==> config.mk <==
export PLATFORM = sky130hd
export DESIGN_NAME = min_max_contrast_stretch_top
export DESIGN_NICKNAME = d
export VERILOG_FILES = /design/src/hw/rtl/mmcs_pkg.sv /design/src/hw/rtl/mmcs_front.sv /design/src/hw/rtl/mmcs_queue.sv /design/src/hw/rtl/mmcs_back.sv /design/src/hw/rtl/min_max_contrast_stretch_top.sv
export SDC_FILE = /design/constraint.sdc
export NUM_CORES = 1
export LEC_CHECK = 0
export ABC_AREA = 1
export BUFFER_PORTS_ARGS = -buffer_cell sky130_fd_sc_hd__buf_2
export CAP_MARGIN = 20
export CELL_PAD_IN_SITES_DETAIL_PLACEMENT = 1
export CELL_PAD_IN_SITES_GLOBAL_PLACEMENT = 1
export CORE_ASPECT_RATIO = 0.75
export CORE_MARGIN = 10
export CORE_UTILIZATION = 52
export DETAILED_ROUTE_END_ITERATION = 8
export HOLD_SLACK_MARGIN = 0.02
export PLACE_DENSITY = 0.95
export SKIP_LAST_GASP = 1
export SLEW_MARGIN = 20
export SYNTH_ARGS = -nofsm -noshare
export SYNTH_HDL_FRONTEND = slang
export SYNTH_SLANG_ARGS = --single-unit
==> constraint.sdc <==
create_clock -name clk_i -period 6.6 [get_ports clk_i]
set_clock_uncertainty 0.15 [all_clocks]
set_input_delay 0.33 -clock clk_i [delete_from_list [all_inputs] [get_ports clk_i]]
set_output_delay 0.33 -clock clk_i [all_outputs]
set_load 0.02 [all_outputs]
==> src/hw/rtl/mmcs_pkg.sv <==
// Shared types and constants for the min/max contrast stretch block.
package mmcs_pkg;

  localparam int unsigned PixelWidth   = 8;
  localparam int unsigned QueueDepthDf = 2;

  localparam logic [PixelWidth-1:0] FullScale = 8'd255;
  localparam logic [PixelWidth-1:0] LowReset  = 8'd255;
  localparam logic [PixelWidth-1:0] HighReset = 8'd0;

  // How the back end has to produce the result of one apply-pass pixel.
  typedef enum logic [1:0] {
    KIND_FLAT,
    KIND_ZERO,
    KIND_FULL,
    KIND_DIV
  } mmcs_kind_e;

  typedef struct packed {
    mmcs_kind_e            kind;
    logic [PixelWidth-1:0] num;  // pixel minus stored minimum
    logic [PixelWidth-1:0] den;  // stored maximum minus stored minimum
  } mmcs_cmd_t;

  typedef enum logic {
    ST_IDLE,
    ST_DIV
  } mmcs_state_e;

  typedef struct packed {
    logic [PixelWidth-1:0] low;
    logic [PixelWidth-1:0] high;
  } mmcs_levels_t;

endpackage

==> src/hw/rtl/mmcs_front.sv <==
// Front end: tracks the running minimum and maximum and classifies apply-pass pixels.
module mmcs_front (
  input  logic                             clk_i,
  input  logic                             rst_ni,
  input  logic                             beat_i,
  input  logic [mmcs_pkg::PixelWidth-1:0]  pixel_i,
  input  logic                             apply_i,
  input  logic                             first_i,
  output logic                             push_o,
  output mmcs_pkg::mmcs_cmd_t              cmd_o,
  output mmcs_pkg::mmcs_levels_t           levels_o
);

  logic [mmcs_pkg::PixelWidth-1:0] low_q, low_d;
  logic [mmcs_pkg::PixelWidth-1:0] high_q, high_d;

  always_comb begin
    low_d  = low_q;
    high_d = high_q;
    if (beat_i && !apply_i) begin
      if (first_i) begin
        low_d  = pixel_i;
        high_d = pixel_i;
      end else begin
        if (pixel_i < low_q) begin
          low_d = pixel_i;
        end
        if (pixel_i > high_q) begin
          high_d = pixel_i;
        end
      end
    end
  end

  always_ff @(posedge clk_i or negedge rst_ni) begin
    if (!rst_ni) begin
      low_q  <= mmcs_pkg::LowReset;
      high_q <= mmcs_pkg::HighReset;
    end else begin
      low_q  <= low_d;
      high_q <= high_d;
    end
  end

  // An inverted range, as left by reset, is handled like a flat image.
  always_comb begin
    cmd_o.num = pixel_i - low_q;
    cmd_o.den = high_q - low_q;
    if (high_q <= low_q) begin
      cmd_o.kind = mmcs_pkg::KIND_FLAT;
    end else if (pixel_i <= low_q) begin
      cmd_o.kind = mmcs_pkg::KIND_ZERO;
    end else if (pixel_i >= high_q) begin
      cmd_o.kind = mmcs_pkg::KIND_FULL;
    end else begin
      cmd_o.kind = mmcs_pkg::KIND_DIV;
    end
  end

  assign push_o        = beat_i && apply_i;
  assign levels_o.low  = low_q;
  assign levels_o.high = high_q;

endmodule

==> src/hw/rtl/mmcs_queue.sv <==
// Small command queue between the front end and the divider back end.
module mmcs_queue #(
  parameter int unsigned Depth = mmcs_pkg::QueueDepthDf
) (
  input  logic                clk_i,
  input  logic                rst_ni,
  input  logic                push_i,
  input  mmcs_pkg::mmcs_cmd_t push_cmd_i,
  output logic                full_o,
  input  logic                pop_i,
  output logic                valid_o,
  output mmcs_pkg::mmcs_cmd_t pop_cmd_o
);

  localparam int unsigned PtrW = (Depth > 1) ? $clog2(Depth) : 1;
  localparam int unsigned CntW = $clog2(Depth + 1);

  mmcs_pkg::mmcs_cmd_t mem_q [Depth];
  logic [PtrW-1:0] wr_ptr_q, wr_ptr_d;
  logic [PtrW-1:0] rd_ptr_q, rd_ptr_d;
  logic [CntW-1:0] count_q, count_d;
  logic            do_push, do_pop;

  assign full_o    = (count_q == CntW'(Depth));
  assign valid_o   = (count_q != '0);
  assign do_push   = push_i && !full_o;
  assign do_pop    = pop_i && valid_o;
  assign pop_cmd_o = mem_q[rd_ptr_q];

  always_comb begin
    wr_ptr_d = wr_ptr_q;
    rd_ptr_d = rd_ptr_q;
    count_d  = count_q;
    if (do_push) begin
      wr_ptr_d = (wr_ptr_q == PtrW'(Depth - 1)) ? '0 : wr_ptr_q + 1'b1;
    end
    if (do_pop) begin
      rd_ptr_d = (rd_ptr_q == PtrW'(Depth - 1)) ? '0 : rd_ptr_q + 1'b1;
    end
    if (do_push && !do_pop) begin
      count_d = count_q + 1'b1;
    end else if (do_pop && !do_push) begin
      count_d = count_q - 1'b1;
    end
  end

  always_ff @(posedge clk_i or negedge rst_ni) begin
    if (!rst_ni) begin
      wr_ptr_q <= '0;
      rd_ptr_q <= '0;
      count_q  <= '0;
    end else begin
      wr_ptr_q <= wr_ptr_d;
      rd_ptr_q <= rd_ptr_d;
      count_q  <= count_d;
    end
  end

  always_ff @(posedge clk_i) begin
    if (do_push) begin
      mem_q[wr_ptr_q] <= push_cmd_i;
    end
  end

endmodule

==> src/hw/rtl/mmcs_back.sv <==
// Back end: restoring divider for 255*(p-min)/(max-min) and the output register.
module mmcs_back (
  input  logic                             clk_i,
  input  logic                             rst_ni,
  input  logic                             cmd_valid_i,
  input  mmcs_pkg::mmcs_cmd_t              cmd_i,
  output logic                             pop_o,
  output logic                             out_valid_o,
  input  logic                             out_ready_i,
  output logic [mmcs_pkg::PixelWidth-1:0]  out_data_o,
  output logic                             out_flat_o
);

  localparam int unsigned W    = mmcs_pkg::PixelWidth;
  localparam int unsigned CntW = $clog2(W);

  mmcs_pkg::mmcs_state_e state_q, state_d;
  logic [CntW-1:0] cnt_q, cnt_d;
  logic [W-1:0]    rem_q, rem_d;
  logic [W-1:0]    lo_q, lo_d;
  logic [W-1:0]    quo_q, quo_d;
  logic [W-1:0]    den_q, den_d;
  logic            out_valid_q, out_valid_d;
  logic [W-1:0]    out_data_q, out_data_d;
  logic            out_flat_q, out_flat_d;

  logic [2*W-1:0]  numer;
  logic [W:0]      rem_shift;
  logic [W:0]      diff;
  logic            qbit;
  logic            out_free;

  // 255*n as (n << 8) - n; the quotient always fits in W bits since n < den.
  assign numer     = {cmd_i.num, {W{1'b0}}} - {{W{1'b0}}, cmd_i.num};
  assign rem_shift = {rem_q, lo_q[W-1]};
  assign diff      = rem_shift - {1'b0, den_q};
  assign qbit      = (rem_shift >= {1'b0, den_q});
  assign out_free  = !out_valid_q || out_ready_i;

  always_comb begin
    state_d     = state_q;
    cnt_d       = cnt_q;
    rem_d       = rem_q;
    lo_d        = lo_q;
    quo_d       = quo_q;
    den_d       = den_q;
    out_valid_d = out_valid_q && !out_ready_i;
    out_data_d  = out_data_q;
    out_flat_d  = out_flat_q;
    pop_o       = 1'b0;
    case (state_q)
      mmcs_pkg::ST_IDLE: begin
        if (cmd_valid_i && out_free) begin
          pop_o = 1'b1;
          case (cmd_i.kind)
            mmcs_pkg::KIND_FLAT: begin
              out_valid_d = 1'b1;
              out_data_d  = '0;
              out_flat_d  = 1'b1;
            end
            mmcs_pkg::KIND_ZERO: begin
              out_valid_d = 1'b1;
              out_data_d  = '0;
              out_flat_d  = 1'b0;
            end
            mmcs_pkg::KIND_FULL: begin
              out_valid_d = 1'b1;
              out_data_d  = mmcs_pkg::FullScale;
              out_flat_d  = 1'b0;
            end
            default: begin
              rem_d   = numer[2*W-1:W];
              lo_d    = numer[W-1:0];
              den_d   = cmd_i.den;
              quo_d   = '0;
              cnt_d   = '0;
              state_d = mmcs_pkg::ST_DIV;
            end
          endcase
        end
      end
      mmcs_pkg::ST_DIV: begin
        rem_d = qbit ? diff[W-1:0] : rem_shift[W-1:0];
        lo_d  = {lo_q[W-2:0], 1'b0};
        quo_d = {quo_q[W-2:0], qbit};
        cnt_d = cnt_q + 1'b1;
        // The output register was free when the division started and nothing else fills it.
        if (cnt_q == CntW'(W - 1)) begin
          out_valid_d = 1'b1;
          out_data_d  = {quo_q[W-2:0], qbit};
          out_flat_d  = 1'b0;
          state_d     = mmcs_pkg::ST_IDLE;
        end
      end
      default: begin
        state_d = mmcs_pkg::ST_IDLE;
      end
    endcase
  end

  always_ff @(posedge clk_i or negedge rst_ni) begin
    if (!rst_ni) begin
      state_q     <= mmcs_pkg::ST_IDLE;
      out_valid_q <= 1'b0;
      cnt_q       <= '0;
    end else begin
      state_q     <= state_d;
      out_valid_q <= out_valid_d;
      cnt_q       <= cnt_d;
    end
  end

  always_ff @(posedge clk_i) begin
    rem_q      <= rem_d;
    lo_q       <= lo_d;
    quo_q      <= quo_d;
    den_q      <= den_d;
    out_data_q <= out_data_d;
    out_flat_q <= out_flat_d;
  end

  assign out_valid_o = out_valid_q;
  assign out_data_o  = out_data_q;
  assign out_flat_o  = out_flat_q;

endmodule

==> src/hw/rtl/min_max_contrast_stretch_top.sv <==
// Top level of the two-pass min/max contrast stretch block.
//
// The image is streamed in twice on the slave channel, one pixel per beat.
// tuser[0] (apply) is 0 in the measure pass: the beat folds the pixel into
// the running minimum and maximum, tuser[1] (first) restarting both, and no
// result beat follows. In the apply pass each beat yields one result beat on
// the master channel: 255*(p-min)/(max-min), floored and saturated, or 0 with
// the flat flag when the stored range is empty.
// Measure beats are taken one per cycle while the queue is not full. An apply
// beat enters a small queue; the back end turns pixels at or beyond the stored
// range, and flat images, into a result in the output register, one per cycle
// while that register is free. A pixel strictly inside the range goes through
// the radix-2 restoring divider, one quotient bit a cycle; the back end takes
// no new pixel from the queue until that division has finished.
// The result sits in an output register; while the receiver stalls, the
// queue still fills, and tready drops only once it is full.
// Reset sets the minimum to 255 and the maximum to 0 and empties the queue.
module min_max_contrast_stretch_top #(
  parameter int unsigned QueueDepth = mmcs_pkg::QueueDepthDf
) (
  input  logic       clk_i,
  input  logic       rst_ni,
  input  logic       s_axis_tvalid,
  output logic       s_axis_tready,
  input  logic [7:0] s_axis_tdata,   // [7:0] pixel
  input  logic [1:0] s_axis_tuser,   // [0] apply, [1] first
  output logic       m_axis_tvalid,
  input  logic       m_axis_tready,
  output logic [7:0] m_axis_tdata,   // [7:0] stretched
  output logic [0:0] m_axis_tuser    // [0] flat
);

  logic                   beat;
  logic                   push;
  logic                   full;
  logic                   pop;
  logic                   cmd_valid;
  mmcs_pkg::mmcs_cmd_t    push_cmd;
  mmcs_pkg::mmcs_cmd_t    pop_cmd;
  mmcs_pkg::mmcs_levels_t levels;
  logic                   out_flat;

  assign s_axis_tready = !full;
  assign beat          = s_axis_tvalid && s_axis_tready;

  mmcs_front u_front (
    .clk_i    (clk_i),
    .rst_ni   (rst_ni),
    .beat_i   (beat),
    .pixel_i  (s_axis_tdata),
    .apply_i  (s_axis_tuser[0]),
    .first_i  (s_axis_tuser[1]),
    .push_o   (push),
    .cmd_o    (push_cmd),
    .levels_o (levels)
  );

  mmcs_queue #(
    .Depth (QueueDepth)
  ) u_queue (
    .clk_i      (clk_i),
    .rst_ni     (rst_ni),
    .push_i     (push),
    .push_cmd_i (push_cmd),
    .full_o     (full),
    .pop_i      (pop),
    .valid_o    (cmd_valid),
    .pop_cmd_o  (pop_cmd)
  );

  mmcs_back u_back (
    .clk_i       (clk_i),
    .rst_ni      (rst_ni),
    .cmd_valid_i (cmd_valid),
    .cmd_i       (pop_cmd),
    .pop_o       (pop),
    .out_valid_o (m_axis_tvalid),
    .out_ready_i (m_axis_tready),
    .out_data_o  (m_axis_tdata),
    .out_flat_o  (out_flat)
  );

  assign m_axis_tuser[0] = out_flat;

  a_flat_is_zero : assert property (@(posedge clk_i) disable iff (!rst_ni)
    (m_axis_tvalid && m_axis_tuser[0]) |-> (m_axis_tdata == '0))
    else $error("flat result with a nonzero pixel");

  a_first_restarts : assert property (@(posedge clk_i) disable iff (!rst_ni)
    (beat && !s_axis_tuser[0] && s_axis_tuser[1]) |=>
    (levels.low == $past(s_axis_tdata) && levels.high == $past(s_axis_tdata)))
    else $error("first pixel did not restart the levels");

  a_levels_ordered : assert property (@(posedge clk_i) disable iff (!rst_ni)
    (beat && !s_axis_tuser[0]) |=> (levels.low <= levels.high))
    else $error("minimum above maximum after a measure beat");

endmodule

==> metrics.yaml <==
clock_network:
  cts_resized: 0
  cts_buffers: 9
  root_buffer: "clkbuf_16"
  cts_tree: "yes"
  insertion_delay_ns: 0.36
  clk_pin_slew_ns: 0.07
  clk_path_buf_depth: 2
  cts_post_setup_buffers_inserted: 0
  clock_sinks: 101
  cts-htree-levels: 3
final_layout:
  insertedDiodeCount: 0
  layout-drive-gt1-share_pct: 12.07
  nNetsFinal: 722
  final_common_cell: "nand2_1"
  final_util_pct: 58.04
  final_cell_mix: "nand2_1, inv_1, edfxtp_1, nand3_1, ha_1"
  area_growth_pct: 10.07
global_routing:
  grt_first_pass_wirelength_um: 27120
  grt_antenna_before_repair: 0
  grt_max_degree: 31
  first_global_vias: 5091
  gr-usage-all-layers_pct: 21.90
  overflow: 0
yosys:
  yosysWarnings: 0
  syn_avg_cell_area_sq_um: 8.988
  synthFlopType: "edfxtp_1"
  synth_area_sq_um: 5725
  ys_async_sr_fraction_pct: 24.75
  syn_nets: 693
  synth-edff-count: 76
  syn_inst: 637
  ys_seq_elements: 101
  synth-seq-area-share_pct: 50.96
  yosysUniqueCellTypes: 35
drt:
  dr_total_vias: 4653
  drt_iter0_markers: 417
  drtAntennaViolNets: 0
  detail_route.first_pass.iterations: 5
  via_per_inst: 5.737
  postRouteWirelength_um: 16730
  drc: 0
  detail_route.wl_per_cell_um: 20.63
placement:
  portBuffers: 24
  hpwl_um: 12140
  place_congestion: 0.8951
run:
  cap_violations: 0
power:
  p_per_area_nw_per_um2: 596.2
  p_comb_share_pct: 50.8
  clkPwrFrac_pct: 14.1
  switching_share_pct: 46.07
  p_int_mw: 2.026
  seq_power_share_pct: 35.1
  peakVddDrop_mv: 0.3233
  netSwitchingPower_mw: 1.731
  p_leak_nw: 3.047
hold_path:
  hp-class: "in -> reg"
  whs_path_depth: 3
timing:
  setup_viol: 0
  fin_tns_setup_ns: 0
  slew_headroom_pct: 30.78
  grt_setup_unrepaired: "no"
  fmax_mhz: 304.7
  maxSlewViolCount: 0
  period_share_pct: 49.72
  finalCriticalPeriod_ns: 3.282
  hold_viol_final: 0
  tightest_slew_ns: 1.038
floorplan:
  initial_core_util_pct: 52.72
  die_w_um: 141.2
  dieArea_sq_um: 15650
  core-area_sq_um: 10860
  die_y_um: 110.9
  io_pins: 25
  placementRows: 33
critical_path:
  r2r_cells: 12
  crit_fanout: 20
  critical_path_class: "reg -> reg"
  arrival_ns: 3.23
  setup.worst_path.end_class: "flip-flop"
  worstPathRequired_ns: 6.55
  start_kind: "flip-flop"
outcome:
  outcome: "finished, final reports clean"
## power groups by stage
stage | Clock [mW] | Sequential, mW | Combinational [mW]
floorplan | 0 | 1.26 | 1.28
global placement | 0 | 1.29 | 1.60
detailed placement | 0 | 1.32 | 1.80
CTS | 0.530 | 1.32 | 1.87
global route | 0.558 | 1.34 | 2.11
finish | 0.529 | 1.32 | 1.91
## state kept, by name (all words and copies together), names as in the netlist, 2 cells and up
register,cells
u_back.cnt_q,3
u_back.den_q,8
u_back.lo_q,8
u_back.out_data_o,8
u_back.quo_q,7
u_back.rem_q,8
u_front.high_q,8
u_front.low_q,8
u_queue.count_q,2
u_queue.mem_q,36
## per-layer routing
metal  up-vias  share of wire, %  global-route usage (%)
met5         -                 0                       0
met4         0               3.9                   9.615
met3        55               5.8                   4.580
met2       198                50                   37.03
met1      2267                41                   26.22
li1       2133                 -                       -
## final cells by class
class                   count  area, sq um
repair buffers             27        145.1
clock inverters             6        63.81
well taps                 140        175.2
clock buffers              10        229.0
multi-input cells         431         2411
fillers                  1277         4557
inverters                  96        360.3
flip-flops and latches    101         2918
## final timing paths
check                            startpoint           endpoint  slack [ns]
setup reg to reg           u_queue.rd_ptr_q    u_back.rem_q[4]        3.32
setup / recovery           u_queue.rd_ptr_q    u_back.rem_q[4]        3.32
max in group asynchronous            rst_ni     u_back.state_q        5.54
hold reg to reg            u_front.low_q[7]   u_front.low_q[7]        0.32
min in group asynchronous            rst_ni  u_front.high_q[4]        0.36
hold / removal              s_axis_tdata[3]   u_front.low_q[3]        0.09
## critical path, cell delays in order, from the launching register on
cell     delay, ns
dfrtp_1       0.88
inv_2         0.35
nand2_1       0.19
nand2_2       0.11
inv_1         0.18
ha_1          0.27
nand3_1       0.19
nor2_1        0.21
nand2_1       0.14
nand2_1       0.08
nand2_1       0.07
nand3_1       0.10
nand2_1       0.09
## cell families (layout without fill, tap and decap cells)
| family | Yosys count | after routing | synth area share [%] |
|---|---|---|---|
| XOR/XNOR | 21 | 21 | 3.212 |
| adder cells (fa/ha/maj) | 42 | 42 | 9.572 |
| buffers and inverters | 105 | 139 | 7.080 |
| AND/OR/NAND/NOR | 322 | 322 | 24.54 |
| AO/OA/AOI/OAI | 46 | 46 | 4.633 |
| flip-flops | 101 | 101 | 50.96 |
## synthesized netlist by cell type (2+ instances only)
master | number | area share (%)
dfstp_2 | 8 | 3.7
nand3_1 | 58 | 5.1
xnor2_1 | 8 | 1.2
nor2_1 | 31 | 2.0
fa_1 | 3 | 1.0
clkbuf_1 | 4 | 0.26
nand4_1 | 6 | 0.66
a21o_1 | 2 | 0.26
xor2_1 | 13 | 2.0
dfrtp_1 | 17 | 7.4
o21ai_2 | 3 | 0.46
o21ai_0 | 12 | 1.0
ha_1 | 39 | 8.5
a31oi_1 | 3 | 0.33
nor2_4 | 2 | 0.39
nand2_2 | 13 | 1.4
inv_2 | 2 | 0.13
nor2_2 | 3 | 0.33
nand3b_1 | 2 | 0.26
inv_1 | 94 | 6.2
nand2_4 | 5 | 0.98
o21bai_1 | 2 | 0.26
a21oi_1 | 18 | 1.6
o21ai_1 | 2 | 0.17
edfxtp_1 | 76 | 40
buf_2 | 3 | 0.26
or2_2 | 3 | 0.33
nand2_1 | 198 | 13
## stage by stage
stage / power (mW) / cells / cell area [sq um] / hold WS (ns) / setup WS, ns
floorplan: 2.535 / 637 / 5725 / -0.1156 / 4.284
global placement: 2.893 / 794 / 5991 / 0.2022 / 3.465
detailed placement: 3.120 / 794 / 5991 / 0.2126 / 3.196
CTS: 3.716 / 811 / 6294 / 0.07965 / 3.108
global route: 4.008 / 811 / 6302 / 0.09971 / 3.096
finish: 3.757 / 811 / 6302 / 0.08793 / 3.318
## what timing repair did
action,4_1_cts,5_1_grt
hold buffers,1,0
endpoints found under the setup margin,0,0
hold endpoints to repair,17,0
No activity file was read; power rests on OpenSTA's default activity.
